[src/hdl/ech_pkg.sv]
package ech_pkg;

  localparam int unsigned ROW_W      = 12;
  localparam int unsigned ELEV_W     = 24;
  localparam int unsigned SLOPE_W    = 18;
  localparam int unsigned LEN_W      = 16;
  localparam int unsigned OUT_W      = 24;
  localparam int unsigned CFG_IDX_W  = 3;
  localparam int unsigned CFG_DATA_W = 24;

  // scaled offset, its square, the radicand (padded to an even width) and the root
  localparam int unsigned PROD_W = ROW_W + LEN_W;
  localparam int unsigned SQ_W   = 2 * PROD_W;
  localparam int unsigned SUM_W  = SQ_W + 1;
  localparam int unsigned RAD_W  = SUM_W + (SUM_W % 2);
  localparam int unsigned ROOT_W = RAD_W / 2;
  localparam int unsigned REM_W  = ROOT_W + 3;

  // drop = root * slope >> 16, then the signed height difference
  localparam int unsigned SLOPE_FRAC = 16;
  localparam int unsigned MULS_W     = ROOT_W + SLOPE_W;
  localparam int unsigned DROP_W     = MULS_W - SLOPE_FRAC;
  localparam int unsigned DIFF_W     = DROP_W + 2;

  typedef enum logic [CFG_IDX_W-1:0] {
    CFG_SOURCE_HEIGHT,
    CFG_SLOPE_RATIO,
    CFG_CENTRE_ROW,
    CFG_CENTRE_COL,
    CFG_CELL_WIDTH,
    CFG_CELL_HEIGHT
  } cfg_idx_e;

  typedef struct packed {
    logic signed [ELEV_W-1:0]  source_height;
    logic        [SLOPE_W-1:0] slope_ratio;
    logic        [ROW_W-1:0]   centre_row;
    logic        [ROW_W-1:0]   centre_col;
    logic        [LEN_W-1:0]   cell_width;
    logic        [LEN_W-1:0]   cell_height;
  } cfg_t;

  // state that travels along the square root chain
  typedef struct packed {
    logic        [RAD_W-1:0]  rad;
    logic        [REM_W-1:0]  rem;
    logic        [ROOT_W-1:0] root;
    logic signed [ELEV_W-1:0] elev;
    logic                     oob;
  } sq_t;

endpackage

[src/hdl/ech_cone_back.sv]
module ech_cone_back import ech_pkg::*; (
  input  logic             clk_i,
  input  logic             rst_ni,
  input  cfg_t             cfg_i,
  input  logic             valid_i,
  output logic             ready_o,
  input  sq_t              data_i,
  output logic             valid_o,
  input  logic             ready_i,
  output logic [OUT_W-1:0] height_o
);

  logic [1:0] v_q;
  logic [2:0] rdy;

  logic        [DROP_W-1:0] drop_q;
  logic signed [ELEV_W-1:0] elev_q;
  logic                     oob_q;
  logic        [OUT_W-1:0]  hh_q;
  logic        [MULS_W-1:0] prod;
  logic signed [DIFF_W-1:0] diff;
  logic        [OUT_W-1:0]  hh_d;

  assign rdy[2] = ready_i;
  assign rdy[1] = !v_q[1] || rdy[2];
  assign rdy[0] = !v_q[0] || rdy[1];

  assign prod = MULS_W'(data_i.root) * MULS_W'(cfg_i.slope_ratio);

  always_comb begin
    diff = DIFF_W'(cfg_i.source_height) - $signed({2'b00, drop_q}) - DIFF_W'(elev_q);
    if (oob_q || diff[DIFF_W-1]) begin
      hh_d = '0;
    end else if (diff[DIFF_W-2:OUT_W] != '0) begin
      hh_d = '1;
    end else begin
      hh_d = diff[OUT_W-1:0];
    end
  end

  always_ff @(posedge clk_i or negedge rst_ni) begin
    if (!rst_ni) begin
      v_q <= '0;
    end else begin
      if (rdy[0]) v_q[0] <= valid_i;
      if (rdy[1]) v_q[1] <= v_q[0];
    end
  end

  always_ff @(posedge clk_i) begin
    if (rdy[0]) begin
      drop_q <= prod[MULS_W-1:SLOPE_FRAC];
      elev_q <= data_i.elev;
      oob_q  <= data_i.oob;
    end
    if (rdy[1]) hh_q <= hh_d;
  end

  assign ready_o  = rdy[0];
  assign valid_o  = v_q[1];
  assign height_o = hh_q;

endmodule

[config.mk]
export PLATFORM = sky130hd
export DESIGN_NAME = ech_cone_back
export DESIGN_NICKNAME = d
export VERILOG_FILES = /design/src/hdl/ech_pkg.sv /design/src/hdl/ech_cone_back.sv
export SDC_FILE = /design/constraint.sdc
export NUM_CORES = 1
export LEC_CHECK = 0
export ABC_CLOCK_PERIOD_IN_PS = 3900
export BUFFER_PORTS_ARGS = -buffer_cell sky130_fd_sc_hd__buf_4
export CORE_MARGIN = 2
export CORE_UTILIZATION = 55
export DETAILED_ROUTE_END_ITERATION = 8
export HOLD_SLACK_MARGIN = 0.1
export PLACE_DENSITY_LB_ADDON = 0.05
export SYNTH_ARGS = -nofsm -noshare
export SYNTH_HDL_FRONTEND = slang
export SYNTH_SLANG_ARGS = --single-unit
[constraint.sdc]
create_clock -name clk_i -period 3.9 [get_ports clk_i]
set_input_delay 0.195 -clock clk_i [delete_from_list [all_inputs] [get_ports clk_i]]
set_output_delay 0.195 -clock clk_i [all_outputs]
set_load 0.005 [all_outputs]
# Yosys cells after proc, flatten, opt, wreduce, memory -nomap -nowiden
# Index checks and enable logic that the tools add are counted.
word_totals:
  input_bits: 246
  regBits: 82
  out_inout_bits: 26
classes:
  n_mul: 1
  reduce_logical: 6
  addsub: 2
  n_mux: 1
ops:
  columns: ["operator", "n"]
  rows:
  - ["$mul A29 B18 Y47", 1]
  - ["$sub A24 B32 Y33", 1]
  - ["$sub A33 B24 Y33", 1]
  - ["$mux W24", 1]
  - ["$reduce_bool A8 Y1", 1]
  - ["$logic_or A1 B1 Y1", 3]
  - ["$logic_not A1 Y1", 2]

# Depth between registers and ports, before layout
logic_depth:
  word_depth: 4
  depth_mapped: 25

# Worst setup path before layout
# OpenSTA, ideal clock, no wires.
synth_path:
  path_type: "input port to flip-flop"
  from: "in cfg_i[66] in the netlist's numbering"
  to: "reg drop_q[30], data pin"
  required_ps: 3640
  setup_slack_ps: -2499
  arrival_time_ps: 6139
  path_stages: 25
  setup_time_ps: 260
  path_cell_list: "clkbuf_1 clkbuf_1 nand2_1 fa_1 inv_1 fa_1 inv_1 fa_1 inv_1 fa_1 fa_1 inv_1 fa_1 inv_1 ha_1 a21oi_1 o21ai_1 a311o_1 a22oi_2 a31oi_1 a22o_1 o41a_1 a21oi_1 o21bai_1 xnor2_1"
synth_via:
  elab_chain_cells: 1
synth_lines:
  columns: ["item", "line_no", "text"]
  rows:
  - ["from (decl)", "ech_cone_back.sv:4", "input cfg_t cfg_i,"]
  - ["$mul A29 B18 Y47", "ech_cone_back.sv:28", "assign prod = MULS_W'(data_i.root) * MULS_W'(cfg_i.slope_ratio);"]
  - ["named net prod[46]", "ech_cone_back.sv:20", "logic [MULS_W-1:0] prod;"]
  - ["to (signal assigned)", "ech_cone_back.sv:52", "drop_q <= prod[MULS_W-1:SLOPE_FRAC];"]
  - ["to (decl)", "ech_cone_back.sv:16", "logic [DROP_W-1:0] drop_q;"]
# The timed path passes the listed nets, and every way through them passes these cells.
# A chain may end at the register's enable or synchronous reset.

# Worst setup path after layout
layout_path:
  from: "in cfg_i[62] in the netlist's numbering"
  to: "reg drop_q[30], data pin"
# Same word-level chain as after synthesis.

==> out/results.tsv <==
stage	metric	value	unit
place	Port Buffers	125	
setup_path	crit-path max FO	8	
route	drt first pass iters	6	
run_status	outcome	finished, violations left	
global_routing	largest net degree at the start of global routing	59	
clock_network	Worst-path clk slew	0.06	ns
route	Residual DRC	0	
route	drt total wl	55.61	mm
floorplan	die width	200.3	µm
setup_path	Worst EP arrival	5.81	ns
clock_network	CTS sink cnt	82	
route	via/cell ratio	5.216	
synthesis	Post-synth EDFFs	80	
clock_network	maximum clock insertion buffer count	2	
setup_path	CP cell instances	buf_12 -> and2_4 -> fa_1 -> inv_1 -> fa_1 -> fa_1 -> inv_1 -> fa_1 -> fa_1 -> inv_1 -> fa_1 -> inv_2 -> ha_4 -> and3_4 -> a311o_1 -> a22oi_2 -> a31oi_4 -> a22o_1 -> o41a_1 -> a21oi_2 -> o21bai_1 -> xnor2_1	
setup_path	WS Path Type	input port to register	
floorplan	# rows	71	
synthesis	Area contributors post-synth	fa_1 44%, edfxtp_1 11%, inv_1 10%	
global_routing	first-pass GRT wire length	90.62	mm
timing	final hold violations	0	
setup_path	reg2reg setup slack	0.12	ns
timing	FMAX	175.0	MHz
synthesis	cell with the most instances after synthesis	inv_1	
timing	clk_skew	0.01346	ns
route	DR WL/cell	17.87	µm
timing	fin crit share	146.5	%
synthesis	Seq/Total Area, Yosys	11.57	%
run_status	failing checks	negative setup slack	
clock_network	worst skew pair latency	0.35	ns
synthesis	cell count after synthesis	2294	
synthesis	top_reg_cell synth	edfxtp_1	
route	Detail Route Antenna Nets	0	
place	GP Congestion	0.9126	
timing	worst setup margin	-1.815	ns
global_routing	initial antenna violation count	3	
cells_and_area	Final Core Density	69.03	%
clock_network	Root Driver	clkbuf_16	
floorplan	io pins	272	
timing	Final Max Slew Viols	0	
min_path	Hold Crit Class	input port to async pin	
global_routing	total grt overflow	0	
cells_and_area	layout cells sized above 1	22.43	%
global_routing	gr usage total	28.47	%
synthesis	synthesized area per cell	9.237	µm²
floorplan	total die area	40110	µm²
place	Detailed Place HPWL	46.55	mm
synthesis	Yosys reg bits	82	
floorplan	chip height	200.3	µm
floorplan	Initial Util	55.99	%
route	Vias	16226	
timing	relative slew slack	22.31	%
clock_network	TritonCTS buffer count	9	
timing	RSZ-0062 raised after global routing	true	
clock_network	CTS tree	yes	
cells_and_area	Layout area overhead	23.29	%
synthesis	synthesized net count	3155	
timing	post-layout min period	5.715	ns
cells_and_area	Final #Nets	3455	
synthesis	Synth top area share	43.65	%
setup_path	Setup crit end kind	register	
floorplan	Core Box Area	37840	µm²
global_routing	vias in the first global route	17412	
cells_and_area	FILL cells	3016	
job	maxcap violations	0	
setup_path	max incr delay on CP	0.61	ns
setup_path	WP buf/inv	5	
synthesis	Cell Area, Synth	21190	µm²
timing	Setup-failing EPs final	31	
setup_path	Worst path top cell family by delay	adder cells	
setup_path	CP Data Required Time	4.00	ns
route	DR iter-0 viols	989	
timing	Worst Max-Slew Pin Slew	1.165	ns
synthesis	largest area contributor in the netlist	fa_1	
synthesis	async set-or-reset flop fraction in the synthesized netlist	2.439	%
setup_path	Critical-path top delay cell	fa_1	
synthesis	Cell variety after synth	63	
setup_path	most used cell, CP	fa_1	
synthesis	Synth Warn #	0	
setup_path	Critical Path Source Type	input port	
synthesis	Commonest cells post-synth	565 x inv_1, 462 x fa_1, 355 x nand2_1	
clock_network	H-tree levels	3	
## cells by family (layout without fill, tap and decap cells)
kind of cell,count (synthesis),after routing,share of synthesized area (%)
simple gates,653,653,14.86
xor+xnor,56,56,2.315
mux,1,1,0.04724
flops,82,82,11.57
compound gates,199,199,6.253
buf+inv,688,993,12.28
fa+ha+maj,615,615,52.68
other cells,0,1,0
## flip-flops by register name, indices dropped and copies added (netlist names)
name      cells
drop_q       31
elev_q       24
height_o     24
oob_q         1
v_q           2
## layer usage
metal	global-route usage (%)	part of all wire, %	up-vias
li1	-	-	7403
met1	39.32	43	8186
met2	46.22	46	553
met3	6.883	8.5	80
met4	5.794	2.1	4
met5	0	0.041	-
## layout make-up
class | count | area (µm²) | share of cell area (%)
Inverter | 565 | 2127 | 8.142
Clock buffer | 9 | 225.2 | 0.8621
Sequential cell | 82 | 2452 | 9.387
Clock inverter | 7 | 83.83 | 0.3209
Antenna cell | 1 | 2.502 | 0.009579
Timing Repair inverter | 1 | 7.507 | 0.02874
Tap cell | 511 | 639.4 | 2.447
Timing Repair Buffer | 411 | 3570 | 13.66
Multi-Input combinational cell | 1524 | 17020 | 65.14
## layout by cell type, fill, tap and decap left out, types with 27 or more instances in the layout
master         instances
ha_1                 121
buf_4                321
fa_1                 434
dlygate4sd3_1         27
nand2_1              345
a21o_1                35
edfxtp_1              80
and2_1               179
xnor2_1               28
fa_2                  28
a31oi_1               30
buf_6                 39
inv_1                546
a21oi_1               33
## what timing repair did
action                                 4_1_cts  5_1_grt
pin swaps                                   77       74
hold buffers                                27        0
endpoints found under the hold margin       28        0
gates resized for setup                    123      110
cloned                                       1        4
setup endpoints to repair                   50       55
buffers inserted                            21       18
## final timing paths
kind	from	to	cells past startpoint
worst max-delay path	cfg_i[62]	drop_q[30]	22
worst min-delay path	rst_ni	v_q[1]	2
worst max register to register	drop_q[2]	height_o[22]	15
worst min register to register	v_q[0]	v_q[1]	1
max in group asynchronous	rst_ni	v_q[0]	2
min in group clk_i	cfg_i[75]	height_o[0]	3
## through the flow
step	cell area (µm²)	worst slack [ns]	TNS, ns	hold slack [ns]	cells
final	26130	-1.815	-45.28	0.1815	3111
after global routing	26120	-1.971	-50.76	0.1870	3110
after CTS	25450	-1.792	-43.63	0.1612	3090
after detailed placement	24290	-2.447	-61.70	-0.02103	3030
after global placement	24290	-2.380	-60.32	-0.02296	3030
after floorplan	21950	-2.083	-43.64	-0.1006	2294
Power is not shown: default switching activity piles up to over one toggle a cycle in this logic, so the estimate is an artifact.
