--- config.mk ---
export PLATFORM = sky130hd
export DESIGN_NAME = ech_dist_front
export DESIGN_NICKNAME = d
export VERILOG_FILES = /design/src/hdl/ech_pkg.sv /design/src/hdl/ech_dist_front.sv
export SDC_FILE = /design/constraint.sdc
export NUM_CORES = 2
export LEC_CHECK = 0
export BUFFER_PORTS_ARGS = -buffer_cell sky130_fd_sc_hd__buf_2
export CORE_ASPECT_RATIO = 1.5
export CORE_MARGIN = 1.5
export CORE_UTILIZATION = 60
export CTS_CLUSTER_SIZE = 28
export DETAILED_ROUTE_END_ITERATION = 12
export GPL_TIMING_DRIVEN = 0
export PLACE_DENSITY = 0.75
export SKIP_CTS_REPAIR_TIMING = 1
export SLEW_MARGIN = 20
export SYNTH_ARGS = -nofsm -noshare
export SYNTH_HDL_FRONTEND = slang
export SYNTH_SLANG_ARGS = --single-unit
--- constraint.sdc ---
create_clock -name clk_i -period 17.5 [get_ports clk_i]
set_clock_uncertainty 0.1 [all_clocks]
set_input_delay 1.75 -clock clk_i [delete_from_list [all_inputs] [get_ports clk_i]]
set_output_delay 1.75 -clock clk_i [all_outputs]
set_load 0.02 [all_outputs]
--- src/hdl/ech_pkg.sv ---
package ech_pkg;

  localparam int unsigned ROW_W      = 12;
  localparam int unsigned ELEV_W     = 24;
  localparam int unsigned SLOPE_W    = 18;
  localparam int unsigned LEN_W      = 16;
  localparam int unsigned OUT_W      = 24;
  localparam int unsigned CFG_IDX_W  = 3;
  localparam int unsigned CFG_DATA_W = 24;

  // scaled offset, its square, the radicand (padded to an even width) and the root
  localparam int unsigned PROD_W = ROW_W + LEN_W;
  localparam int unsigned SQ_W   = 2 * PROD_W;
  localparam int unsigned SUM_W  = SQ_W + 1;
  localparam int unsigned RAD_W  = SUM_W + (SUM_W % 2);
  localparam int unsigned ROOT_W = RAD_W / 2;
  localparam int unsigned REM_W  = ROOT_W + 3;

  // drop = root * slope >> 16, then the signed height difference
  localparam int unsigned SLOPE_FRAC = 16;
  localparam int unsigned MULS_W     = ROOT_W + SLOPE_W;
  localparam int unsigned DROP_W     = MULS_W - SLOPE_FRAC;
  localparam int unsigned DIFF_W     = DROP_W + 2;

  typedef enum logic [CFG_IDX_W-1:0] {
    CFG_SOURCE_HEIGHT,
    CFG_SLOPE_RATIO,
    CFG_CENTRE_ROW,
    CFG_CENTRE_COL,
    CFG_CELL_WIDTH,
    CFG_CELL_HEIGHT
  } cfg_idx_e;

  typedef struct packed {
    logic signed [ELEV_W-1:0]  source_height;
    logic        [SLOPE_W-1:0] slope_ratio;
    logic        [ROW_W-1:0]   centre_row;
    logic        [ROW_W-1:0]   centre_col;
    logic        [LEN_W-1:0]   cell_width;
    logic        [LEN_W-1:0]   cell_height;
  } cfg_t;

  // state that travels along the square root chain
  typedef struct packed {
    logic        [RAD_W-1:0]  rad;
    logic        [REM_W-1:0]  rem;
    logic        [ROOT_W-1:0] root;
    logic signed [ELEV_W-1:0] elev;
    logic                     oob;
  } sq_t;

endpackage

--- src/hdl/ech_dist_front.sv ---
module ech_dist_front import ech_pkg::*; #(
  parameter int unsigned GRID_ROWS = 4096,
  parameter int unsigned GRID_COLS = 4096
) (
  input  logic                     clk_i,
  input  logic                     rst_ni,
  input  cfg_t                     cfg_i,
  input  logic                     valid_i,
  output logic                     ready_o,
  input  logic        [ROW_W-1:0]  row_i,
  input  logic        [ROW_W-1:0]  col_i,
  input  logic signed [ELEV_W-1:0] elev_i,
  output logic                     valid_o,
  input  logic                     ready_i,
  output sq_t                      data_o
);

  localparam int unsigned NSTG = 4;
  localparam logic [ROW_W:0] ROW_LIM = (ROW_W + 1)'(GRID_ROWS);
  localparam logic [ROW_W:0] COL_LIM = (ROW_W + 1)'(GRID_COLS);

  logic [NSTG-1:0] v_q;
  logic [NSTG:0]   rdy;

  logic        [ROW_W-1:0]  adx_q, ady_q;
  logic        [PROD_W-1:0] dx_q, dy_q;
  logic        [SQ_W-1:0]   dx2_q, dy2_q;
  logic signed [ELEV_W-1:0] e0_q, e1_q, e2_q;
  logic                     oob0_q, oob1_q, oob2_q;
  sq_t                      out_q;

  // a stage loads when it is empty or its successor loads
  assign rdy[NSTG] = ready_i;
  for (genvar k = 0; k < NSTG; k++) begin : g_rdy
    assign rdy[k] = !v_q[k] || rdy[k+1];
  end

  always_ff @(posedge clk_i or negedge rst_ni) begin
    if (!rst_ni) begin
      v_q <= '0;
    end else begin
      if (rdy[0]) v_q[0] <= valid_i;
      for (int k = 1; k < NSTG; k++) begin
        if (rdy[k]) v_q[k] <= v_q[k-1];
      end
    end
  end

  always_ff @(posedge clk_i) begin
    if (rdy[0]) begin
      adx_q  <= (col_i >= cfg_i.centre_col) ? col_i - cfg_i.centre_col
                                            : cfg_i.centre_col - col_i;
      ady_q  <= (row_i >= cfg_i.centre_row) ? row_i - cfg_i.centre_row
                                            : cfg_i.centre_row - row_i;
      e0_q   <= elev_i;
      oob0_q <= ({1'b0, row_i} >= ROW_LIM) || ({1'b0, col_i} >= COL_LIM);
    end
    if (rdy[1]) begin
      dx_q   <= PROD_W'(adx_q) * PROD_W'(cfg_i.cell_width);
      dy_q   <= PROD_W'(ady_q) * PROD_W'(cfg_i.cell_height);
      e1_q   <= e0_q;
      oob1_q <= oob0_q;
    end
    if (rdy[2]) begin
      dx2_q  <= SQ_W'(dx_q) * SQ_W'(dx_q);
      dy2_q  <= SQ_W'(dy_q) * SQ_W'(dy_q);
      e2_q   <= e1_q;
      oob2_q <= oob1_q;
    end
    if (rdy[3]) begin
      out_q.rad  <= RAD_W'(SUM_W'(dx2_q) + SUM_W'(dy2_q));
      out_q.rem  <= '0;
      out_q.root <= '0;
      out_q.elev <= e2_q;
      out_q.oob  <= oob2_q;
    end
  end

  assign ready_o = rdy[0];
  assign valid_o = v_q[NSTG-1];
  assign data_o  = out_q;

endmodule

# Yosys cells after proc, flatten, opt, wreduce, memory -nomap -nowiden
# Index checks and enable logic that the tools add are counted.
# totals
register_bits,350
inputBits,150
output_inout_bits,146
# classes
add_sub_neg,5
mul,4
n_lt_le_gt_ge,2
n_mux,2
n_reduce_logical,8
# ops
op,count
$mul A28 B28 Y56,2
$add A56 B56 Y57,1
$mul A12 B16 Y28,2
$sub A12 B12 Y12,4
$ge A12 B12 Y1,2
$mux W12,2
$logic_not A1 Y1,4
$logic_or A1 B1 Y1,4

# Longest topological paths before layout
# logic_depth
ltp_word,5
depth_mapped,29
mapped_depth_nobuf,26

# Worst setup path after synthesis
# OpenSTA, ideal clock, no wires.
# synth_path
path_kind,register to register
startpoint,register dy_q[7]
endpoint,register dy2_q[40] (data pin)
setup_time_ps,260
arrival_time_ps,7033
setup_slack_ps,10107
stages_incl_launch_ff,26
path_buffers,2
path_cell_list,edfxtp_1 -> clkbuf_1 -> clkbuf_1 -> nand2_1 -> fa_1 -> inv_1 -> fa_1 -> fa_1 -> inv_1 -> fa_1 -> inv_1 -> fa_1 -> inv_1 -> fa_1 -> fa_1 -> inv_1 -> ha_1 -> and3_1 -> a221o_1 -> a31o_4 -> o31a_1 -> a31oi_4 -> o21ai_2 -> a221o_1 -> a311oi_2 -> xnor2_1
# synth_between
elab_chain_cells,1
# synth_rtl
element,line,source
"start, declared",ech_dist_front.sv:26,"logic [PROD_W-1:0] dx_q, dy_q;"
"start signal, assigned",ech_dist_front.sv:60,dy_q <= PROD_W'(ady_q) * PROD_W'(cfg_i.cell_height);
$mul A28 B28 Y56,ech_dist_front.sv:66,dy2_q <= SQ_W'(dy_q) * SQ_W'(dy_q);
"end signal, assigned",ech_dist_front.sv:66,
"end, declared",ech_dist_front.sv:27,"logic [SQ_W-1:0] dx2_q, dy2_q;"
# Every way passes these cells.
# A chain may end at the register's enable or synchronous reset.

# Worst setup path after layout
# layout_path
startpoint,register dy_q[9]
endpoint,register dy2_q[52] (data pin)
# Same word-level chain as after synthesis.

==> summary.txt <==
Worst setup path
  • Critical Path AT: 9.71 ns
  • WP buf/inv: 8
  • Reg2reg path depth: 27
  • Kind of start point of the critical path: flop
  • Slowest-stage cell, CP: clkbuf_1
  • Crit path max fanout: 10
  • Stages on worst setup path: 27
  • Worst setup path category: flop to flop
  • Cell repeated most along the worst path: fa_1
  • CP Launch Point: dy_q[9]
  • Req. time, crit path: 17.71 ns
  • Reg2Reg Launch Point: dy_q[9]
  • Reg2Reg Capture Point: dy2_q[52]
  • Reg-to-reg slack, setup: 8.00 ns
  • CP top delay family: adder cells
  • Worst path max stage delay: 0.70 ns
  • CP Capture Type: flop

Drt
  • Via Count: 51,500
  • Drt pass-1 iters: 5
  • DRT iter0 DRCs: 3,275
  • Routed WL per cell: 20.6 um
  • Final ANT Viol Nets: 0
  • DRT Wirelength: 193,000 um
  • Vias per cell: 5.52
  • Detailed-route DRC error count: 0

STA
  • Final Max Tran Viols: 0
  • Hold Vio Cnt, Final: 0
  • F_max: 0.105 GHz
  • Setup TNS: 0 ns
  • Final period util: 0.543
  • # setup viols final: 0
  • Relative slew slack: 0.285
  • Slew @ Worst Pin: 1.07 ns
  • Setup WS post-layout: 8.00 ns
  • Crit path time final: 9.50 ns
  • RSZ-0062 raised after global routing: false

Final layout
  • Area grow syn2layout: 6.33%
  • Layout cells sized above 1: 0.0457
  • # fillers: 9,929
  • Post-Layout Inst Area: 76,700 um^2
  • Fin nets: 10,000

Global routing
  • Met3 GRT Util: 0.0586
  • Initial antenna violation count: 8
  • Vias in the first global route: 56,300
  • Met2 usage: 0.568
  • GRT Util Overall: 0.327
  • Largest net degree at the start of global routing: 59
  • GR Util met1: 0.371
  • Most Crowded Layer GR: met2
  • Total global routing overflow: 0
  • Global-route wire length before repair: 302,000 um

Min path
  • Hold path depth: 0
  • Hold endpoint: e1_q[22]
  • Min-delay src: e0_q[22]
  • HP Class: flop to flop

Place
  • RD Place Congestion: 0.998
  • Dpl ws: 8.16 ns
  • Hpwl dp: 162,000 um
  • Placed Area: 75,500 um^2
  • I/O Buffers: 190

Yosys
  • Ys async rst share: 0.0115
  • Synth warn: 0
  • Yosys cell types: 76
  • Number of enable flip-flop cells after synthesis: 343
  • FF+latch count, synth: 347
  • Sequential-to-total area share from yosys stat: 0.144
  • Synth area leaders: fa_1 41%, edfxtp_1 14%, ha_1 12%, inv_1 11%, nand2_1 4.1%
  • Syn Std Cell Area: 72,200 um^2
  • Avg Inst Size Synth: 9.70 um^2
  • Yosys top cell by area: fa_1
  • Main flop type after synthesis: edfxtp_1
  • Synth top area share: 0.412
  • Cells after Synth: 7,442

Clock tree
  • CTS tree: done
  • Clock latency on the worst-skew pair: 0.61 ns
  • CTS Buffer Depth: 3
  • Sink Count: 347
  • CTS Buf Count: 39
  • Reg clk slew, reported paths: 0.06 ns
  • Root Driver: clkbuf_16
  • H-tree Lvls: 2

Floorplanning
  • Die height: 428 um
  • # rows: 155
  • # IOs: 296
  • Core ar.: 119,000 um^2
  • Die area: 122,000 um^2
  • Die X: 286 um
  • Initial Utilization: 0.606

Run status
  • Status: finished, final reports clean

Job
  • Max cap viols: 0
## sequential cells by signal, summed over array words and instances, names as in the netlist
signal,count
adx_q,12
e0_q,24
dx_q,28
e1_q,24
dy2_q,55
e2_q,24
dy_q,28
data_o,81
ady_q,12
v_q,4
dx2_q,55
## final cells by class
type	count	area, um^2	area share
Multi-Input combinational cell	4802	52900	0.690
Sequential cell	347	10400	0.136
Inverter	2035	7640	0.0996
Tap cell	1570	1960	0.0256
Buffer	320	1440	0.0188
Timing Repair Buffer	197	1100	0.0143
Clock buffer	45	1020	0.0133
Clock inverter	24	218	0.00284
Antenna cell	5	12.5	0.000163
## cell usage after synthesis (63+ instances only)
library cell and n:
nand2_1 789, buf_4 63, fa_1 1486, inv_1 2033
clkbuf_1 253, xor2_1 87, a21oi_1 198, edfxtp_1 343
and2_1 430, xnor2_1 155, nor2_1 171, a21o_1 158
o21ai_0 64, ha_1 667
## metrics by stage
stage          utilization  cells  hold WS (ns)
6_report             0.644   9345         0.299
5_1_grt              0.644   9342         0.315
4_1_cts              0.644   9340         0.296
3_5_place_dp         0.634   9271         0.305
3_3_place_gp         0.633   9264         0.300
2_1_floorplan            -   7504         0.300
## worst reg2reg max path: cells and delay by family, from the launching register on
kind	cells	cell delay (ns)
adder cells (fa/ha/maj)	8	3.86
buffers and inverters	8	1.92
AND/OR/NAND/NOR	2	0.48
flip-flops	1	0.59
XOR/XNOR	1	0.18
AO/OA/AOI/OAI	8	2.12
## layout by cell type, fill, tap and decap left out, drive strengths merged, types with 15 or more instances in the layout
master  count
o21ai     110
fa       1486
nand2     789
and3       20
a21boi     15
nand4      53
ha        667
a21oi     199
inv      2042
conb       63
o21a       20
nor2      171
o21bai     28
edfxtp    343
buf       264
xnor2     155
clkbuf    298
xor2       87
and2      430
a21o      158
a31oi      25
nand3      37
nor3       36
nor2b      51
nand2b     29
## cells by family after synthesis
group | synth area share
compound gates | 0.0610
xor+xnor | 0.0294
fa+ha+maj | 0.528
buf+inv | 0.126
flops | 0.144
mux | 0.00288
other cells | 0.0000520
simple gates | 0.109
## layer usage
layer,vias to the layer above,wire length (um)
li1,22800,-
met1,25800,67500
met2,2244,95200
met3,698,15000
met4,4,15200
met5,-,26
## how the worst max path moves through the flow
stage	end	slack, ns
after CTS	dy2_q[52]	8.10
final	dy2_q[52]	8.00
after detailed placement	dy2_q[52]	8.16
after global routing	dy2_q[52]	7.76
after floorplan	dy2_q[40]	10.11
after global placement	dy2_q[52]	8.19
Power is not shown: default switching activity piles up to over one toggle a cycle in this logic, so the estimate is an artifact.
