===== config.mk =====
export PLATFORM = sky130hd
export DESIGN_NAME = ech_sqrt_cell
export DESIGN_NICKNAME = d
export VERILOG_FILES = /design/src/hdl/ech_pkg.sv /design/src/hdl/ech_sqrt_cell.sv
export SDC_FILE = /design/constraint.sdc
export NUM_CORES = 1
export LEC_CHECK = 0
export ABC_CLOCK_PERIOD_IN_PS = 6230
export BUFFER_PORTS_ARGS = -buffer_cell sky130_fd_sc_hd__buf_2
export CAP_MARGIN = 20
export CORE_UTILIZATION = 45
export CTS_CLUSTER_SIZE = 25
export DETAILED_ROUTE_END_ITERATION = 12
export HOLD_SLACK_MARGIN = 0.08
export PLACE_DENSITY = 0.86
export SYNTH_ARGS = -nofsm -noshare
export SYNTH_HDL_FRONTEND = slang
export SYNTH_SLANG_ARGS = --single-unit

===== constraint.sdc =====
create_clock -name clk_i -period 6.23 [get_ports clk_i]
set_input_delay 1.246 -clock clk_i [delete_from_list [all_inputs] [get_ports clk_i]]
set_output_delay 1.246 -clock clk_i [all_outputs]
set_load 0.01 [all_outputs]

===== src/hdl/ech_pkg.sv =====
package ech_pkg;

  localparam int unsigned ROW_W      = 12;
  localparam int unsigned ELEV_W     = 24;
  localparam int unsigned SLOPE_W    = 18;
  localparam int unsigned LEN_W      = 16;
  localparam int unsigned OUT_W      = 24;
  localparam int unsigned CFG_IDX_W  = 3;
  localparam int unsigned CFG_DATA_W = 24;

  // scaled offset, its square, the radicand (padded to an even width) and the root
  localparam int unsigned PROD_W = ROW_W + LEN_W;
  localparam int unsigned SQ_W   = 2 * PROD_W;
  localparam int unsigned SUM_W  = SQ_W + 1;
  localparam int unsigned RAD_W  = SUM_W + (SUM_W % 2);
  localparam int unsigned ROOT_W = RAD_W / 2;
  localparam int unsigned REM_W  = ROOT_W + 3;

  // drop = root * slope >> 16, then the signed height difference
  localparam int unsigned SLOPE_FRAC = 16;
  localparam int unsigned MULS_W     = ROOT_W + SLOPE_W;
  localparam int unsigned DROP_W     = MULS_W - SLOPE_FRAC;
  localparam int unsigned DIFF_W     = DROP_W + 2;

  typedef enum logic [CFG_IDX_W-1:0] {
    CFG_SOURCE_HEIGHT,
    CFG_SLOPE_RATIO,
    CFG_CENTRE_ROW,
    CFG_CENTRE_COL,
    CFG_CELL_WIDTH,
    CFG_CELL_HEIGHT
  } cfg_idx_e;

  typedef struct packed {
    logic signed [ELEV_W-1:0]  source_height;
    logic        [SLOPE_W-1:0] slope_ratio;
    logic        [ROW_W-1:0]   centre_row;
    logic        [ROW_W-1:0]   centre_col;
    logic        [LEN_W-1:0]   cell_width;
    logic        [LEN_W-1:0]   cell_height;
  } cfg_t;

  // state that travels along the square root chain
  typedef struct packed {
    logic        [RAD_W-1:0]  rad;
    logic        [REM_W-1:0]  rem;
    logic        [ROOT_W-1:0] root;
    logic signed [ELEV_W-1:0] elev;
    logic                     oob;
  } sq_t;

endpackage


===== src/hdl/ech_sqrt_cell.sv =====
module ech_sqrt_cell import ech_pkg::*; (
  input  logic clk_i,
  input  logic rst_ni,
  input  logic valid_i,
  output logic ready_o,
  input  sq_t  data_i,
  output logic valid_o,
  input  logic ready_i,
  output sq_t  data_o
);

  logic             v_q;
  sq_t              d_q;
  sq_t              step;
  logic [REM_W-1:0] rem_sh;
  logic [REM_W-1:0] trial;
  logic             ge;

  // one root digit: bring down two radicand bits, try 4*root+1
  always_comb begin
    rem_sh    = {data_i.rem[REM_W-3:0], data_i.rad[RAD_W-1 -: 2]};
    trial     = REM_W'({data_i.root, 2'b01});
    ge        = rem_sh >= trial;
    step      = data_i;
    step.rad  = data_i.rad << 2;
    step.rem  = ge ? rem_sh - trial : rem_sh;
    step.root = {data_i.root[ROOT_W-2:0], ge};
  end

  assign ready_o = !v_q || ready_i;

  always_ff @(posedge clk_i or negedge rst_ni) begin
    if (!rst_ni) begin
      v_q <= 1'b0;
    end else if (ready_o) begin
      v_q <= valid_i;
    end
  end

  always_ff @(posedge clk_i) begin
    if (ready_o) d_q <= step;
  end

  assign valid_o = v_q;
  assign data_o  = d_q;

endmodule


* Word level (Yosys, flattened, before mapping)
Cells that the tools add are included.
** Word-level totals
- Input bits :: 148
- Word-level logic and storage cells :: 11
- Output and inout bits :: 146
- Register bits after elaboration :: 143
** Operators by class
- Add/subtract/negate cells :: 1
- Magnitude comparators :: 1
- Reduce and logical (&&, ||, !) cells :: 2
- Mux-type cells :: 1
** Operators with widths (number)
- $ge A32 B31 Y1 :: 1
- $mux W32 :: 1
- $sub A32 B31 Y32 :: 1
- $logic_not A1 Y1 :: 1
- $logic_or A1 B1 Y1 :: 1

* Longest topological paths before layout
Gate-level depths: netlist of the first run.
- Word-level depth :: 2
- Mapped depth :: 13
- Gate-level depth less buffers :: 11

* Least setup slack after synthesis of the first run
OpenSTA, ideal clock, no wires.
- Path type :: input to output
- Start :: in ready_i
- End :: out ready_o
- Data arrival time :: 4756 ps
- Required time :: 4984 ps
- Stages on the path :: 1
- Path buffers :: 0
- Slack :: 228 ps
- Cell sequence :: nand2b_1
** On the way
- Cells in the longest elaborated chain, start to end :: 1
** Ends and longest elaborated chain
- from (decl) :: line ech_sqrt_cell.sv:8 : input logic ready_i,
- $logic_or A1 B1 Y1 :: line ech_sqrt_cell.sv:30 : assign ready_o = !v_q || ready_i;
- to (decl) :: line ech_sqrt_cell.sv:5 : output logic ready_o,
No other way between the ends.

==> results.md, run 1 <==
| Step | Result | Value |
| --- | --- | --- |
| outcome | Outcome | completed |
| floorplan | Placeable core area | 14000 µm² |
| pwr | PD cells | 300 nW/µm² |
| timing | Post-Route Setup TNS | 0 ps |
| timing | Maximum clock frequency | 245 MHz |
| cells and area | Area used by multi-input combinational logic | 1980 µm² |
| routing | Detailed Route Iter0 Violations | 294 |
| worst setup path | Critical path type | in2reg |
| global route | Total GRT Usage | 0.236 |
| timing | Maximum clock skew at final layout | 9.81 ps |
| pwr | Worst IR drop on VDD | 172 µV |
| cells and area | Area taken by flip-flops and latches | 4290 µm² |
| clock network | Clock tree from TritonCTS | built |
| floorplan | Number of I/O pins | 294 |
| clock network | Clk_lat worst skew | 420 ps |
| synthesis | Sequential fraction of the synthesis area | 0.661 |
| synthesis | EDFF count, synth | 142 |
| clock network | Clk root buf | sky130_fd_sc_hd__clkbuf_16 |
| clock network | Post-CTS Resized | 0 |
| timing | Post-layout minimum cycle time | 4070 ps |
| floorplan | Initial Utilization | 0.464 |
| global route | Global-route wire length before repair | 25700 µm |
| synthesis | Largest cells by area after synthesis | sky130_fd_sc_hd__edfxtp_1, sky130_fd_sc_hd__ha_1, sky130_fd_sc_hd__a21oi_1 |
| synthesis | Post-synth top area share | 0.657 |
| timing | Setup repair after global routing missed its margin | no |
| timing | Transition time at the pin with the least slew margin | 820 ps |
| timing | Period Utilization, post-route | 0.654 |
| placed design | Count of input and output buffers | 289 |
| clock network | Number of levels in the clock H-tree | 4 |
| clock network | Clock Sink Count | 143 |
| job | Max-cap violations | 0 |
| cells and area | Design area | 8640 µm² |
| synthesis | Synth Instances | 484 |
| placed design | Pre-CTS setup slack | 1720 ps |
| synthesis | Netlist Area Pre-Place | 6490 µm² |
| synthesis | Most used flip-flop cell after synthesis | sky130_fd_sc_hd__edfxtp_1 |
| synthesis | Register bit total from synthesis | 143 |
| synthesis | Netlist cell types | 53 |
| cells and area | Layout cells sized above 1 | 0.425 |
| routing | Length of the first detailed-routing pass in iterations | 4 |
| routing | Number of remaining DRC errors | 0 |
| synthesis | Async set-or-reset flop fraction in the synthesized netlist | 0.00699 |
| pwr | Leakage power | 3.88 nW |
| cells and area | Layout Area Growth over Synthesis | 33.1% |
| cells and area | Filler cell count | 1133 |
| global route | Vias in the first global route | 4873 |
| cells and area | Final Net Count | 958 |
| clock network | CTS max path bufs | 2 |
| floorplan | Y dimension of the die | 122 µm |
| cells and area | Number of antenna repair diodes | 0 |
| placed design | HPWL Detailed | 14000 µm |
| global route | GRT Residual Overflow | 0 |
| floorplan | DIE AREA | 14900 µm² |
| timing | Number of max-slew violations in the final report | 0 |
| worst setup path | Crit path max fanout | 48 |
| synthesis | Post-Syn Area per Cell | 13.4 µm² |
| worst setup path | Critical Path Source Type | primary input |
| clock network | Number of buffers inserted by hold repair at cts | 0 |
| routing | WL/cell | 18.8 µm |
| timing | Relative slew slack | 0.452 |
| synthesis | Cell taking the most area after synthesis | sky130_fd_sc_hd__edfxtp_1 |
| global route | Number of antenna violations at the first check in global routing | 2 |
| floorplan | Number of standard-cell rows in the floorplan | 43 |
| routing | DRT Wirelength | 18200 µm |
| routing | Remaining number of nets flagged by the antenna check after routing | 0 |
| clock network | CTS buffer count | 17 |
| hold path | Min-delay worst type | in2async |
| clock network | Setup Buffers After CTS | 0 |
| placed design | Post-DP Area | 8100 µm² |
| floorplan | Width of the chip | 122 µm |
| global route | Largest net degree at the start of global routing | 61 |
| worst setup path | Arr. time, crit path | 4230 ps |
| placed design | Global placer's final weighted congestion | 0.886 |
| timing | Final-report hold violation count | 0 |
| synthesis | Synth warnings | 0 |
| routing | Number of vias in the routed layout | 5086 |
| clock network | Clk pin slew, worst setup/hold paths | 60 ps |
| routing | Ratio of routed vias to standard cells | 5.24 |
| worst setup path | Data required time at the worst endpoint | 6390 ps |
| timing | Crit path setup slack, layout | 2160 ps |
| timing | Number of setup violations in the final report | 0 |
| worst setup path | Crit path capture type | register |
==> final timing paths <==
check / from / to / slack (ps) / depth (start not counted)
setup / recovery: data_i[28] / data_o[61] / 2160 / 11
hold / removal: rst_ni / valid_o / 610 / 1
setup reg to reg: valid_o / data_o[140] / 4210 / 2
hold reg to reg: valid_o / data_o[122] / 1050 / 1
max in group asynchronous: rst_ni / valid_o / 5530 / 1
min in group clk_i: data_i[11] / data_o[11] / 1000 / 1
==> placed cells by master (no fill, tap or decap), types with 6 or more instances in the layout <==
cell	instances
sky130_fd_sc_hd__edfxtp_1	142
sky130_fd_sc_hd__buf_2	289
sky130_fd_sc_hd__a21oi_1	52
sky130_fd_sc_hd__a21o_1	15
sky130_fd_sc_hd__o21ai_0	15
sky130_fd_sc_hd__xor2_1	10
sky130_fd_sc_hd__nand2_1	25
sky130_fd_sc_hd__nor2_1	35
sky130_fd_sc_hd__clkbuf_16	17
sky130_fd_sc_hd__nand3_1	6
sky130_fd_sc_hd__nor3_1	6
sky130_fd_sc_hd__xnor2_1	16
sky130_fd_sc_hd__ha_1	31
sky130_fd_sc_hd__nand4_1	7
sky130_fd_sc_hd__inv_1	37
==> critical path, cell delays in order <==
cell,delay (ps)
sky130_fd_sc_hd__buf_2,90
sky130_fd_sc_hd__inv_1,40
sky130_fd_sc_hd__ha_1,370
sky130_fd_sc_hd__nand4_1,180
sky130_fd_sc_hd__a211oi_2,320
sky130_fd_sc_hd__o31ai_4,160
sky130_fd_sc_hd__o31ai_4,380
sky130_fd_sc_hd__o221ai_2,170
sky130_fd_sc_hd__and2_4,230
sky130_fd_sc_hd__inv_2,610
sky130_fd_sc_hd__mux2_1,400
==> cell usage after synthesis (6+ instances only) <==
| cell type | count |
|---|---|
| sky130_fd_sc_hd__clkbuf_1 | 6 |
| sky130_fd_sc_hd__nor2_1 | 35 |
| sky130_fd_sc_hd__edfxtp_1 | 142 |
| sky130_fd_sc_hd__ha_1 | 31 |
| sky130_fd_sc_hd__inv_1 | 37 |
| sky130_fd_sc_hd__nand2_1 | 25 |
| sky130_fd_sc_hd__nand4_1 | 7 |
| sky130_fd_sc_hd__nor3_1 | 6 |
| sky130_fd_sc_hd__o21ai_0 | 15 |
| sky130_fd_sc_hd__a21o_1 | 15 |
| sky130_fd_sc_hd__nand3_1 | 6 |
| sky130_fd_sc_hd__nand2b_1 | 6 |
| sky130_fd_sc_hd__a21oi_1 | 52 |
| sky130_fd_sc_hd__xor2_1 | 10 |
| sky130_fd_sc_hd__xnor2_1 | 16 |
==> metal layers <==
metal	vias up	track usage	part of all wire
met1	2427	0.244	0.36
met2	224	0.446	0.54
met5	-	0	0.0014
li1	2395	-	-
met4	4	0.0854	0.020
met3	36	0.0707	0.081
==> flip-flops by register name, indices dropped and copies added, names as in the netlist <==
register	count
data_o	142
valid_o	1
==> cell type report <==
class	instances	area share
inverters	38	0.0165
clock inverters	13	0.0136
clock buffers	17	0.0492
repair buffers	291	0.169
multi-input cells	288	0.229
flip-flops and latches	143	0.497
well taps	180	0.0261
==> logic make-up (layout without fill, tap and decap cells) <==
kind of cell | count (synthesis) | in the layout | synth area share
buf+inv | 54 | 359 | 0.0361
mux | 6 | 6 | 0.0104
flops | 143 | 143 | 0.661
other cells | 1 | 2 | 0.000578
fa+ha+maj | 31 | 31 | 0.0598
simple gates | 103 | 103 | 0.0754
compound gates | 120 | 120 | 0.122
xor+xnor | 26 | 26 | 0.0351
==> through the flow <==
step	cells	power (mW)	utilization	hold slack [ps]
2_1_floorplan	485	1.49	-	950
3_3_place_gp	940	1.65	0.579	1000
3_5_place_dp	940	1.67	0.579	1030
4_1_cts	970	2.61	0.618	590
5_1_grt	970	2.69	0.618	584
6_report	970	2.59	0.618	606
==> report_power, final <==
group | total [mW] | switching (mW) | internal (mW)
logic | 0.463 | 0.273 | 0.189
clock network | 0.940 | 0.395 | 0.544
registers | 1.19 | 0.0218 | 1.17
No activity file was read; power rests on OpenSTA's default activity.
==> run 2: changes to the inputs <==
--- a/config.mk
+++ b/config.mk
@@ -5,14 +5,15 @@
 export SDC_FILE = /design/constraint.sdc
 export NUM_CORES = 1
 export LEC_CHECK = 0
-export ABC_CLOCK_PERIOD_IN_PS = 6230
+export ABC_AREA = 1
+export ABC_CLOCK_PERIOD_IN_PS = 4200
 export BUFFER_PORTS_ARGS = -buffer_cell sky130_fd_sc_hd__buf_2
 export CAP_MARGIN = 20
 export CORE_UTILIZATION = 45
 export CTS_CLUSTER_SIZE = 25
 export DETAILED_ROUTE_END_ITERATION = 12
 export HOLD_SLACK_MARGIN = 0.08
-export PLACE_DENSITY = 0.86
+export PLACE_DENSITY = 0.84
 export SYNTH_ARGS = -nofsm -noshare
 export SYNTH_HDL_FRONTEND = slang
 export SYNTH_SLANG_ARGS = --single-unit
==> constraint.sdc (replaced) <==
create_clock -name clk_i -period 4.2 [get_ports clk_i]
set_input_delay 0.84 -clock clk_i [delete_from_list [all_inputs] [get_ports clk_i]]
set_output_delay 0.84 -clock clk_i [all_outputs]
set_load 0.01 [all_outputs]
==> results.md, run 2 <==
| Step | Result | Value |
| --- | --- | --- |
| outcome | Outcome | completed |
| routing | Number of vias in the routed layout | 6252 |
| placed design | HPWL Detailed | 16600 µm |
| routing | Remaining number of nets flagged by the antenna check after routing | 0 |
| clock network | Clk pin slew, worst setup/hold paths | 70 ps |
| clock network | Clk root buf | sky130_fd_sc_hd__clkbuf_16 |
| timing | Post-layout minimum cycle time | 2740 ps |
| synthesis | Synth Instances | 810 |
| timing | Setup repair after global routing missed its margin | no |
| synthesis | Largest cells by area after synthesis | sky130_fd_sc_hd__edfxtp_1, sky130_fd_sc_hd__nand2_1, sky130_fd_sc_hd__inv_1 |
| routing | Number of remaining DRC errors | 0 |
| floorplan | Number of standard-cell rows in the floorplan | 46 |
| global route | GRT Residual Overflow | 0 |
| global route | Largest net degree at the start of global routing | 55 |
| pwr | Leakage power | 5.06 nW |
| clock network | Setup Buffers After CTS | 0 |
| synthesis | Post-Syn Area per Cell | 9.08 µm² |
| clock network | CTS buffer count | 17 |
| synthesis | Netlist Area Pre-Place | 7350 µm² |
| pwr | Design Power | 3.97 mW |
| synthesis | Most common cell in the netlist | sky130_fd_sc_hd__nand2_1 |
| synthesis | Sequential fraction of the synthesis area | 0.583 |
| clock network | Clock tree from TritonCTS | built |
| synthesis | Cell taking the most area after synthesis | sky130_fd_sc_hd__edfxtp_1 |
| placed design | Post-DP Area | 9020 µm² |
| clock network | Post-CTS Resized | 0 |
| worst setup path | Critical path type | in2reg |
| floorplan | Number of I/O pins | 294 |
| floorplan | Y dimension of the die | 130 µm |
| global route | Global-route wire length before repair | 30800 µm |
| pwr | Switching fraction of total power | 0.297 |
| timing | Post-Route Setup TNS | 0 ps |
| floorplan | Initial Utilization | 0.461 |
| clock network | Clk_lat worst skew | 420 ps |
| pwr | Worst IR drop on VDD | 259 µV |
| synthesis | Register bit total from synthesis | 143 |
| pwr | Power share of the clock group | 0.367 |
| timing | Number of setup violations in the final report | 0 |
| cells and area | Highest-count cells in the layout ignoring fill and taps | sky130_fd_sc_hd__nand2_1, sky130_fd_sc_hd__buf_2, sky130_fd_sc_hd__inv_1 |
| cells and area | Layout cells sized above 1 | 0.300 |
| routing | WL/cell | 15.6 µm |
| timing | Final-report hold violation count | 0 |
| routing | Detailed Route Iter0 Violations | 327 |
| placed design | Count of input and output buffers | 289 |
| timing | Period Utilization, post-route | 0.653 |
| worst setup path | Logic depth of the worst register-to-register path | 2 |
| synthesis | Post-synth top area share | 0.580 |
| synthesis | Async set-or-reset flop fraction in the synthesized netlist | 0.00699 |
| pwr | PD cells | 414 nW/µm² |
| timing | Relative slew slack | 0.563 |
| cells and area | Layout Area Growth over Synthesis | 30.6% |
| pwr | Net Sw Power | 1.18 mW |
| timing | Number of max-slew violations in the final report | 0 |
| cells and area | Most common cell after layout, fill and taps aside | sky130_fd_sc_hd__nand2_1 |
| synthesis | EDFF count, synth | 142 |
| cells and area | Flip-flop count of the largest register after layout | 142 |
| global route | Vias in the first global route | 5963 |
| worst setup path | Data required time at the worst endpoint | 4500 ps |
| synthesis | Synth warnings | 0 |
| placed design | Global placer's final weighted congestion | 0.943 |
| synthesis | Netlist cell types | 30 |
| clock network | Clock Sink Count | 143 |
| routing | DRT Wirelength | 20900 µm |
| pwr | Total internal power | 2.79 mW |
| routing | Ratio of routed vias to standard cells | 4.65 |
| global route | Total GRT Usage | 0.249 |
| timing | Transition time at the pin with the least slew margin | 655 ps |
| floorplan | Width of the chip | 130 µm |
| timing | Maximum clock skew at final layout | 7.16 ps |
| cells and area | Final Net Count | 1292 |
| job | Max-cap violations | 0 |
| clock network | Number of buffers inserted by hold repair at cts | 0 |
| worst setup path | Arr. time, crit path | 3040 ps |
| clock network | Number of levels in the clock H-tree | 4 |
| clock network | CTS max path bufs | 2 |
| synthesis | Most used flip-flop cell after synthesis | sky130_fd_sc_hd__edfxtp_1 |
| hold path | Min-delay worst type | in2async |
| floorplan | DIE AREA | 16900 µm² |
| floorplan | Placeable core area | 15900 µm² |
| global route | Number of antenna violations at the first check in global routing | 3 |
| worst setup path | Crit path max fanout | 34 |
| timing | Maximum clock frequency | 365 MHz |
| worst setup path | Crit path capture type | register |
| pwr | Register share of total power | 0.444 |
| cells and area | Design area | 9600 µm² |
| worst setup path | Critical Path Source Type | primary input |
| worst setup path | Flop-to-flop setup slack | 2420 ps |
| synthesis | Post-synth top cells | sky130_fd_sc_hd__nand2_1, sky130_fd_sc_hd__inv_1, sky130_fd_sc_hd__edfxtp_1 |
| routing | Length of the first detailed-routing pass in iterations | 7 |
| pwr | Combinational fraction of design power | 0.189 |
==> run 2: stage by stage <==
step	setup WS, ps	utilization	hold WS [ps]	instances
6_report	1460	0.602	171	1344
5_1_grt	1220	0.602	158	1343
4_1_cts	1450	0.602	163	1342
3_5_place_dp	1010	0.566	615	1310
3_3_place_gp	1020	0.566	615	1310
2_1_floorplan	755	-	544	811
==> run 2: critical path, cell delays in order <==
cell and delay [ps]:
sky130_fd_sc_hd__buf_2 90, sky130_fd_sc_hd__inv_1 40, sky130_fd_sc_hd__ha_1 370, sky130_fd_sc_hd__nand2_1 100, sky130_fd_sc_hd__nand2_1 120, sky130_fd_sc_hd__nand2_1 90, sky130_fd_sc_hd__nand2_1 80, sky130_fd_sc_hd__a21oi_2 180
sky130_fd_sc_hd__nor2_1 60, sky130_fd_sc_hd__nor2_1 180, sky130_fd_sc_hd__nand2_4 280, sky130_fd_sc_hd__inv_4 380, sky130_fd_sc_hd__nand2_1 110, sky130_fd_sc_hd__nand2_1 90
==> run 2: logic make-up (layout without fill, tap and decap cells) <==
| family | after synthesis | after routing | share of synthesized area |
|---|---|---|---|
| compound gates | 24 | 24 | 0.0180 |
| xor+xnor | 14 | 14 | 0.0167 |
| fa+ha+maj | 31 | 31 | 0.0528 |
| buf+inv | 173 | 488 | 0.0953 |
| flops | 143 | 143 | 0.583 |
| other cells | 1 | 4 | 0.000510 |
| simple gates | 424 | 424 | 0.233 |
==> run 2: path summary, 6_finish.rpt <==
| path | from | to |
|---|---|---|
| setup reg to reg | valid_o | data_o[3] |
| max in group asynchronous | rst_ni | valid_o |
| setup / recovery | data_i[44] | data_o[78] |
| hold reg to reg | valid_o | valid_o |
| min in group clk_i | data_i[112] | data_o[114] |
| hold / removal | rst_ni | valid_o |
==> run 2: power groups by stage <==
stage	clock network (mW)	logic, mW	registers, mW
final	1.46	0.751	1.76
after global routing	1.54	0.834	1.78
after CTS	1.47	0.755	1.76
after detailed placement	0	0.751	1.79
after global placement	0	0.739	1.79
after floorplan	0	0.362	1.88
==> run 2: final cells by class <==
cell class,instances,area (µm²)
clock inverter,15,146
sequential,143,4290
fill,1416,6340
antenna,2,5.00
multi-input combinational,495,2380
clock buffer,17,425
inverter,165,622
timing repair buffer,291,1460
tap,216,270
==> run 2: layer usage <==
metal / track usage / vias to the layer above / routed length, µm
met1: 0.288 / 2834 / 8480
met5: 0 / - / 13
met3: 0.0636 / 34 / 1480
met4: 0.102 / 2 / 558
met2: 0.441 / 225 / 10400
li1: - / 3157 / -
==> run 3: changes to the inputs <==
--- a/config.mk
+++ b/config.mk
@@ -5,15 +5,15 @@
 export SDC_FILE = /design/constraint.sdc
 export NUM_CORES = 1
 export LEC_CHECK = 0
-export ABC_AREA = 1
-export ABC_CLOCK_PERIOD_IN_PS = 4200
+export ABC_AREA = 0
+export ABC_CLOCK_PERIOD_IN_PS = 2750
 export BUFFER_PORTS_ARGS = -buffer_cell sky130_fd_sc_hd__buf_2
 export CAP_MARGIN = 20
 export CORE_UTILIZATION = 45
 export CTS_CLUSTER_SIZE = 25
 export DETAILED_ROUTE_END_ITERATION = 12
 export HOLD_SLACK_MARGIN = 0.08
-export PLACE_DENSITY = 0.84
+export PLACE_DENSITY = 0.86
 export SYNTH_ARGS = -nofsm -noshare
 export SYNTH_HDL_FRONTEND = slang
 export SYNTH_SLANG_ARGS = --single-unit
==> constraint.sdc (replaced) <==
create_clock -name clk_i -period 2.75 [get_ports clk_i]
set_input_delay 0.55 -clock clk_i [delete_from_list [all_inputs] [get_ports clk_i]]
set_output_delay 0.55 -clock clk_i [all_outputs]
set_load 0.01 [all_outputs]
==> results.md, run 3 (synthesis gave the netlist of run 1 again) <==
| Step | Result | Value |
| --- | --- | --- |
| timing | Number of max-slew violations in the final report | 0 |
| pwr | Combinational fraction of design power | 0.198 |
| clock network | Clk root buf | sky130_fd_sc_hd__clkbuf_16 |
| pwr | Design Power | 6.17 mW |
| cells and area | Final Net Count | 1030 |
| cells and area | Layout cells sized above 1 | 0.499 |
| clock network | Setup Buffers After CTS | 0 |
| cells and area | Area taken by flip-flops and latches | 4290 µm² |
| global route | Number of antenna violations at the first check in global routing | 4 |
| hold path | Min-delay worst type | in2reg |
| floorplan | Placeable core area | 14000 µm² |
| placed design | Post-DP Area | 8790 µm² |
| placed design | Pre-CTS setup slack | -363 ps |
| floorplan | DIE AREA | 14900 µm² |
| timing | Relative slew slack | 0.657 |
| clock network | Number of levels in the clock H-tree | 4 |
| timing | Transition time at the pin with the least slew margin | 515 ps |
| clock network | Clk pin slew, worst setup/hold paths | 60 ps |
| timing | Post-Route Setup TNS | 0 ps |
| worst setup path | Critical Path Source Type | primary input |
| global route | Global-route wire length before repair | 26500 µm |
| worst setup path | Data required time at the worst endpoint | 2930 ps |
| timing | Number of setup violations in the final report | 0 |
| cells and area | Design area | 9430 µm² |
| pwr | Power share of the clock group | 0.365 |
| placed design | Global placer's final weighted congestion | 0.873 |
| pwr | Worst IR drop on VDD | 417 µV |
| timing | Final-report hold violation count | 0 |
| clock network | Clock Sink Count | 143 |
| timing | Period Utilization, post-route | 0.955 |
| global route | Total GRT Usage | 0.244 |
| cells and area | Util after Layout | 0.674 |
| clock network | CTS max path bufs | 2 |
| cells and area | Area used by multi-input combinational logic | 2150 µm² |
| placed design | HPWL Detailed | 14400 µm |
| hold path | Number of cells on the worst hold path | 1 |
| timing | Maximum clock skew at final layout | 4.66 ps |
| cells and area | Filler cell count | 1060 |
| routing | Number of vias in the routed layout | 5293 |
| routing | Length of the first detailed-routing pass in iterations | 5 |
| timing | Maximum clock frequency | 381 MHz |
| hold path | Beginning of the worst hold path | data_i[87] |
| worst setup path | Logic depth of the worst register-to-register path | 2 |
| floorplan | Number of I/O pins | 294 |
| pwr | Leakage power | 4.26 nW |
| routing | DRT Wirelength | 18500 µm |
| worst setup path | R2r endpoint | data_o[59] |
| pwr | PD cells | 655 nW/µm² |
| worst setup path | Critical path type | in2reg |
| pwr | Switching fraction of total power | 0.263 |
| pwr | Register share of total power | 0.437 |
| worst setup path | Crit path max fanout | 4 |
| timing | Setup repair after global routing missed its margin | no |
| hold path | Destination of the worst hold path | data_o[89] |
| timing | Hold slack final | 299 ps |
| worst setup path | Arr. time, crit path | 2810 ps |
| floorplan | Initial Utilization | 0.464 |
| clock network | Clk_lat worst skew | 420 ps |
| global route | Global Route met1 Usage | 0.262 |
| global route | Largest net degree at the start of global routing | 71 |
| global route | Global-route met3 utilization | 0.0805 |
| job | Max-cap violations | 0 |
| outcome | Outcome | completed |
| timing | Post-layout minimum cycle time | 2630 ps |
| floorplan | Width of the chip | 122 µm |
| worst setup path | Crit path capture type | register |
| timing | Crit path setup slack, layout | 122 ps |
| cells and area | Flip-flop count of the largest register after layout | 142 |
| pwr | Net Sw Power | 1.62 mW |
| global route | Most congested layer reported by global routing | met2 |
| cells and area | Highest-count cells in the layout ignoring fill and taps | sky130_fd_sc_hd__buf_2, sky130_fd_sc_hd__edfxtp_1, sky130_fd_sc_hd__buf_4 |
| clock network | CTS buffer count | 17 |
| routing | Ratio of routed vias to standard cells | 5.06 |
| routing | WL/cell | 17.7 µm |
| worst setup path | Flop-to-flop setup slack | 1280 ps |
| global route | Vias in the first global route | 5073 |
| floorplan | Number of standard-cell rows in the floorplan | 43 |
| pwr | Total internal power | 4.55 mW |
| routing | Detailed Route Iter0 Violations | 356 |
| global route | Met2 Use GR | 0.447 |
| routing | Remaining number of nets flagged by the antenna check after routing | 0 |
| floorplan | Y dimension of the die | 122 µm |
| cells and area | Most common cell after layout, fill and taps aside | sky130_fd_sc_hd__buf_2 |
| clock network | Clock tree from TritonCTS | built |
| cells and area | Layout Area Growth over Synthesis | 45.3% |
| cells and area | Number of standard cells in the final layout excluding fillers | 1046 |
| global route | GRT Residual Overflow | 0 |
| routing | Number of remaining DRC errors | 0 |
| placed design | Count of placed standard cells including taps | 1011 |
| placed design | Count of input and output buffers | 289 |
| worst setup path | Worst r2r src | valid_o |
## run 3: changes by cell type in the layout (fill, tap and decap cells not counted), moves of 12 or more
cell / before / now
sky130_fd_sc_hd__nand2_1: 315 / 25
sky130_fd_sc_hd__inv_1: 161 / 30
sky130_fd_sc_hd__buf_4: 2 / 72
sky130_fd_sc_hd__a21oi_1: 15 / 51
sky130_fd_sc_hd__nand3_1: 40 / 6
sky130_fd_sc_hd__xnor2_1: 0 / 16
sky130_fd_sc_hd__a21o_1: 0 / 15
sky130_fd_sc_hd__ha_1: 31 / 19
## run 3: power by group through the flow
stage / Clock, mW / Sequential (mW) / Combinational [mW]
after CTS: 2.28 / 2.70 / 1.22
after global routing: 2.36 / 2.72 / 1.33
after detailed placement: 0 / 2.74 / 1.20
after floorplan: 0 / 2.87 / 0.522
final: 2.25 / 2.70 / 1.22
after global placement: 0 / 2.73 / 1.18
## run 3: worst max path at each step
stage	from	endpoint	slack (ps)
floorplan	data_i[36]	data_o[61]	-20
global placement	data_i[25]	data_o[85]	-320
detailed placement	data_i[26]	data_o[85]	-360
CTS	data_i[26]	data_o[85]	70
global route	data_i[27]	data_o[84]	30
finish	data_i[25]	data_o[79]	120
## run 3: cell type report
| class | count | area share |
|---|---|---|
| diodes | 3 | 0.000796 |
| clock inverters | 12 | 0.0145 |
| clock buffers | 19 | 0.0459 |
| repair buffers | 363 | 0.214 |
| multi-input cells | 288 | 0.229 |
| inverters | 38 | 0.0175 |
| flip-flops and latches | 143 | 0.455 |
| well taps | 180 | 0.0239 |
## run 3: worst max-delay path: stages
cell	delay, ps
sky130_fd_sc_hd__buf_2	110
sky130_fd_sc_hd__inv_2	70
sky130_fd_sc_hd__ha_4	200
sky130_fd_sc_hd__o211ai_1	170
sky130_fd_sc_hd__o21ai_1	70
sky130_fd_sc_hd__buf_4	150
sky130_fd_sc_hd__o21ai_1	230
sky130_fd_sc_hd__a21oi_1	140
sky130_fd_sc_hd__o211ai_1	310
sky130_fd_sc_hd__buf_4	170
sky130_fd_sc_hd__a21oi_1	70
sky130_fd_sc_hd__or3_1	320
sky130_fd_sc_hd__a31o_2	250
## run 3: timing repair
item / 4_1_cts / 5_1_grt
hold buffers: 1 / 0
resized for setup: 0 / 11
endpoints found under the hold margin: 1 / 0
setup endpoints to repair: 0 / 13
## run 3: layer usage
| metal | up-vias | wire, µm |
|---|---|---|
| met3 | 29 | 1490 |
| met5 | - | 15 |
| met4 | 2 | 291 |
| met1 | 2519 | 6870 |
| li1 | 2548 | - |
| met2 | 195 | 9810 |
